[src/hdl/ppp_pkg.sv]
`default_nettype none
// ---------------------------------------------------------------------------
// ppp_pkg
// Shared constants and types of the pinhole point projector.
// ---------------------------------------------------------------------------
package ppp_pkg;

  // configuration register indexes
  localparam int CFG_IDX_BITS  = 4;
  localparam int CFG_DATA_BITS = 64;
  localparam logic [CFG_IDX_BITS-1:0] REG_ROT0    = 4'd0;
  localparam logic [CFG_IDX_BITS-1:0] REG_ROT1    = 4'd1;
  localparam logic [CFG_IDX_BITS-1:0] REG_ROT2    = 4'd2;
  localparam logic [CFG_IDX_BITS-1:0] REG_SHIFT_X = 4'd3;
  localparam logic [CFG_IDX_BITS-1:0] REG_SHIFT_Y = 4'd4;
  localparam logic [CFG_IDX_BITS-1:0] REG_SHIFT_Z = 4'd5;
  localparam logic [CFG_IDX_BITS-1:0] REG_INTR    = 4'd6;
  localparam logic [CFG_IDX_BITS-1:0] REG_FRAME   = 4'd7;

  localparam int ROT_BITS = 48;
  localparam logic [ROT_BITS-1:0] ROT0_RESET = 48'h0000_0000_4000;
  localparam logic [ROT_BITS-1:0] ROT1_RESET = 48'h0000_4000_0000;
  localparam logic [ROT_BITS-1:0] ROT2_RESET = 48'h4000_0000_0000;

  // projection lanes: centre column/row, top column/row
  localparam int NLANE   = 4;
  localparam int LANE_U  = 0;
  localparam int LANE_V  = 1;
  localparam int LANE_UT = 2;
  localparam int LANE_VT = 3;

  // fixed point constants, q.16 metres
  localparam int TOP_OFFSET = 19661;
  localparam int NEAR_Z     = 65536;
  localparam int FAR_Z      = 200 * 65536;
  localparam longint XY_LIMIT = 64'sd17592186044416;

  // datapath widths fixed by the field formats
  localparam int CLAMP_BITS = 46;
  localparam int PROD_BITS  = 63;
  localparam int CZ_BITS    = 40;
  localparam int MAG_BITS   = 62;
  localparam int ZIN_BITS   = 24;
  localparam int DEN_BITS   = 28;

  typedef struct packed {
    logic neg;
    logic over;
  } div_flag_t;

  typedef struct packed {
    logic [15:0] tag;
    logic        zok;
    logic        ztok;
  } div_side_t;

endpackage
`default_nettype wire

[src/hdl/ppp_sqrt.sv]
`default_nettype none
// ---------------------------------------------------------------------------
// ppp_sqrt
// Pipelined integer square root, floor, one root bit per stage.
// ---------------------------------------------------------------------------
module ppp_sqrt
  import ppp_pkg::*;
#(
  parameter int NB  = 26,
  parameter int SBW = 40
) (
  input  wire logic            clk,
  input  wire logic            rst,
  input  wire logic            in_valid,
  input  wire logic [NB-1:0]   in_n,
  input  wire logic [SBW-1:0]  in_side,
  output logic                 out_valid,
  output logic [NB/2-1:0]      out_root,
  output logic [SBW-1:0]       out_side
);

  localparam int RB = NB / 2;
  localparam int CB = NB + 2;

  logic            vld  [RB];
  logic [SBW-1:0]  side [RB];
  logic [NB-1:0]   rem  [RB];
  logic [RB-1:0]   root [RB];

  for (genvar k = 0; k < RB; k++) begin : g_stage
    localparam int B = RB - 1 - k;
    logic            p_vld;
    logic [SBW-1:0]  p_side;
    logic [NB-1:0]   p_rem;
    logic [RB-1:0]   p_root;
    logic [CB-1:0]   cand;

    if (k == 0) begin : g_first
      assign p_vld  = in_valid;
      assign p_side = in_side;
      assign p_rem  = in_n;
      assign p_root = '0;
    end else begin : g_next
      assign p_vld  = vld[k-1];
      assign p_side = side[k-1];
      assign p_rem  = rem[k-1];
      assign p_root = root[k-1];
    end

    // (r + 2^B)^2 - r^2
    assign cand = (CB'(p_root) << (B + 1)) + (CB'(1) << (2 * B));

    always_ff @(posedge clk) begin
      if (rst) begin
        vld[k] <= 1'b0;
      end else begin
        vld[k] <= p_vld;
      end
      side[k] <= p_side;
      if (CB'(p_rem) >= cand) begin
        rem[k]  <= NB'(CB'(p_rem) - cand);
        root[k] <= p_root | (RB'(1) << B);
      end else begin
        rem[k]  <= p_rem;
        root[k] <= p_root;
      end
    end
  end

  assign out_valid = vld[RB-1];
  assign out_root  = root[RB-1];
  assign out_side  = side[RB-1];

endmodule
`default_nettype wire

[config.mk]
export PLATFORM = sky130hd
export DESIGN_NAME = ppp_sqrt
export DESIGN_NICKNAME = d
export VERILOG_FILES = /design/src/hdl/ppp_pkg.sv /design/src/hdl/ppp_sqrt.sv
export SDC_FILE = /design/constraint.sdc
export NUM_CORES = 1
export LEC_CHECK = 0
export BUFFER_PORTS_ARGS = -buffer_cell sky130_fd_sc_hd__buf_2
export CORE_AREA = 5 5 252 254
export DETAILED_ROUTE_END_ITERATION = 7
export DIE_AREA = 0 0 257 259
export PLACE_DENSITY_LB_ADDON = 0.3
export SLEW_MARGIN = 15
export SYNTH_ARGS = -nofsm -noshare
export SYNTH_HDL_FRONTEND = slang
export SYNTH_SLANG_ARGS = --single-unit
[constraint.sdc]
create_clock -name clk -period 2.1 [get_ports clk]
set_input_delay 0.105 -clock clk [delete_from_list [all_inputs] [get_ports clk]]
set_output_delay 0.105 -clock clk [all_outputs]
set_load 0.02 [all_outputs]
==> summary.md <==
| Metric | Value |
|---|---|
| Die extent in y | `259 um` |
| Mean Syn Cell Area | `13.0 um^2` |
| Simple-Gate Fraction of Synth Area | `0.0852` |
| Post-synthesis compound-gate area fraction | `0.0615` |
| CTS Buffer Depth | `3` |
| Crit Path Max Fanout | `6` |
| Final Net Count | `2690` |
| Max-Cap Viols | `0` |
| FF-to-FF Start | `root[1][18]` |
| Final Cycle Share | `1.11` |
| WS Path Type | `flop to flop` |
| Io pins | `123` |
| Sequential area share after synthesis | `0.726` |
| Aggregate global-route resource usage | `0.139` |
| Lkg Pwr | `15.3 nW` |
| Worst Setup End Kind | `flop` |
| Post-Syn Area | `25800 um^2` |
| Largest family of logic cells by synthesized area | `simple AND/OR/NAND/NOR gates` |
| CTS H-tree lvls | `3` |
| Relative slew slack | `0.522` |
| Port Buffers | `122` |
| Synth area leaders | `dfxtp_1, ha_1, xnor2_1, inv_1, xor2_1` |
| Fin. Hold Viols | `0` |
| DRT antenna net count | `0` |
| Num CTS Buffers | `90` |
| Cell variety after synth | `80` |
| Detail Placement HPWL | `31200 um` |
| Clock skew | `0.0580 ns` |
| First-pass GRT wire length | `77300 um` |
| Worst Hold Class | `input port to flop` |
| Slew @ Worst Pin | `0.715 ns` |
| DR vias | `15.3k` |
| Root Driver | `clkbuf_16` |
| Power per Cell Area | `1460 nW/um^2` |
| Initial Utilization | `0.423` |
| Hold endpoint | `rem[0][6]` |
| Area grow syn2layout | `36.1%` |
| Share of cells above drive strength 1 | `0.327` |
| Placed insts | `3086` |
| Final WL | `47000 um` |
| R2r endpoint | `rem[10][23]` |
| Ys flop type | `dfxtp_1` |
| Most common cell after layout, fill and taps aside | `dfxtp_1` |
| Clock Sinks | `936` |
| Initial antenna violation count | `0` |
| Placer Congestion | `0.911` |
| Failing checks | `negative setup slack` |
| GR Overflow Total | `0` |
| Mux cell area share after synthesis | `0.0175` |
| Iter 0 DRT Violations | `520` |
| Hold Path Cell Cnt | `2` |
| Flop2flop setup slack | `-0.22 ns` |
| Status | `finished with violations` |
| Seq cells post-synth | `936` |
| Synth Area in XOR/XNOR | `0.0400` |
| Maximum VDD drop | `0.997 mV` |
| R2R cell count | `8` |
| CP Launch Type | `flop` |
| CP Launch Point | `root[1][18]` |
| # setup viols final | `60` |
| Pin count of the biggest net entering global routing | `16` |
| CP cell instances | `inv_2, ha_4, nand4_1, nor3_4, a211oi_2, and3_4, or4b_4, xnor2_1` |
| Core area | `61000 um^2` |
| Final Cell Area | `35100 um^2` |
| Synth top area share | `0.726` |
| Min Tclk post-route | `2.32 ns` |
| Syn nets | `2151` |
| Fill cells | `4793` |
| YS warnings | `0` |
| Final core occ | `0.576` |
| CTS clk-pin slew, worst paths | `0.06 ns` |
| Vias in the first global route | `16.2k` |
| Worst slack at placement | `-0.352 ns` |
| Core Rows | `91` |
| Antenna cell count | `0` |
| Unrepaired setup endpoints after global routing | `yes` |
| Post-route non-filler standard cell count | `3385` |
| Max frequency | `431 MHz` |
| DR pass1 iterations | `4` |
| Arrival time worst endpoint | `2.84 ns` |
| Max stage delay on crit path | `0.52 ns` |
| DRC | `0` |
| CP max stage cell | `or4b_4` |
| Setup TNS | `-3.68 ns` |
| EDFF count, synth | `0` |
| Final Worst Setup Slack | `-0.221 ns` |
| Die width | `257 um` |
| TritonCTS clock tree | `built` |
| Placed cell area | `29200 um^2` |
| Clock Latency Late Sink | `0.64 ns` |
| Adder-cell share of the synthesized area | `0.0484` |
| Synth area leader | `dfxtp_1` |
| Synth Instances | `1982` |
| Final Slew Violations | `0` |
| Vias per std cell | `4.51` |
| Post-synth ARST share | `0` |
| Avg WL per Cell | `13.9 um` |
| Commonest cells after routing, fill and taps aside | `dfxtp_1, buf_4, buf_2` |
| Hold wc startpoint | `in_n[6]` |
| Critical Path RT | `2.61 ns` |
| Die footprint | `66600 um^2` |
-- timing repair --
| action | CTS | global route |
|---|---|---|
| pin swaps | 79 | 71 |
| gates cloned | 2 | 1 |
| hold buffers | 70 | 0 |
| buffers inserted | 42 | 25 |
| endpoints found under the setup margin | 128 | 116 |
| endpoints found under the hold margin | 80 | 0 |
| resized for setup | 240 | 138 |
-- metal layers --
metal / up-vias / GRT usage / share of wire
li1: 7793 / - / -
met1: 7090 / 0.151 / 0.39
met2: 260 / 0.258 / 0.53
met3: 136 / 0.0280 / 0.039
met4: 0 / 0.0720 / 0.041
met5: - / 0 / 0
-- kinds of logic (layout without fill, tap and decap cells) --
| family | count (synthesis) | after routing |
|---|---|---|
| xor gates and xnor gates | 118 | 118 |
| buffers and inverters | 142 | 754 |
| adders and majority gates | 100 | 100 |
| muxes | 40 | 40 |
| DFF | 936 | 936 |
| AOI/OAI and AO/OA | 247 | 247 |
| and+or+nand+nor | 399 | 400 |
-- report_power, final --
group / leakage, nW / total [W] / internal (W) / switching, W
clock network: 1.53 / 0.0163 / 0.00957 / 0.00671
logic: 5.92 / 0.0130 / 0.00709 / 0.00588
registers: 7.86 / 0.0220 / 0.0203 / 0.00171
total: 15.3 / 0.0512 / 0.0369 / 0.0143
-- flip-flops by register name, indices dropped and copies added (netlist names) --
register / count
rem: 312
root: 91
side: 520
vld: 13
-- critical path: cells and delay by family (launching register included) --
family                   cells  cell delay (ns)
buffers and inverters        1             0.05
adder cells (fa/ha/maj)      1             0.27
AO/OA/AOI/OAI                1             0.12
flip-flops                   1             0.35
AND/OR/NAND/NOR              4             1.27
XOR/XNOR                     1             0.13
-- stage by stage --
stage	hold WS, ns	total power (W)
6_report	0.0908	0.0512
5_1_grt	0.0658	0.0541
4_1_cts	0.0420	0.0508
3_5_place_dp	0.209	0.0326
3_3_place_gp	0.207	0.0323
2_1_floorplan	0.133	0.0284
-- how the worst max path moves through the flow --
stage	endpoint	slack (ns)	cells after the start
floorplan	rem[5][17]	-0.09	8
global placement	rem[10][23]	-0.35	8
detailed placement	rem[10][23]	-0.35	8
CTS	rem[10][23]	-0.19	8
global route	rem[10][23]	-0.23	8
finish	rem[10][23]	-0.22	8
-- cell usage after synthesis (4+ instances only) --
master,count
o211ai_1,12
o31a_1,4
nor2_1,85
nor3_1,35
and4b_1,4
buf_2,7
nor4_1,39
or3_1,18
a31o_2,4
inv_1,121
nor2b_1,34
nand3b_1,4
a31oi_1,7
a21oi_1,57
ha_1,100
dfxtp_1,936
a211oi_1,11
nand3_1,24
mux2_1,4
and3_1,4
nand2_1,71
nor4b_1,9
mux2_2,26
o21ai_0,70
nand2b_1,17
nand4_1,17
o21a_1,27
o31ai_1,5
mux2i_1,7
a21o_1,13
clkbuf_1,9
and2_1,6
nand4b_1,4
xnor2_1,76
and4_1,4
xor2_1,42
-- layout make-up --
| type | count | area [um^2] | share of cell area |
|---|---|---|---|
| sequential | 936 | 18800 | 0.535 |
| multi-input combinational | 905 | 8170 | 0.232 |
| timing repair buffer | 464 | 3570 | 0.102 |
| clock buffer | 124 | 2610 | 0.0743 |
| tap | 790 | 988 | 0.0281 |
| clock inverter | 42 | 534 | 0.0152 |
| inverter | 123 | 469 | 0.0134 |
| timing repair inverter | 1 | 8.76 | 0.000249 |
Power figures use the tool's default switching activity.
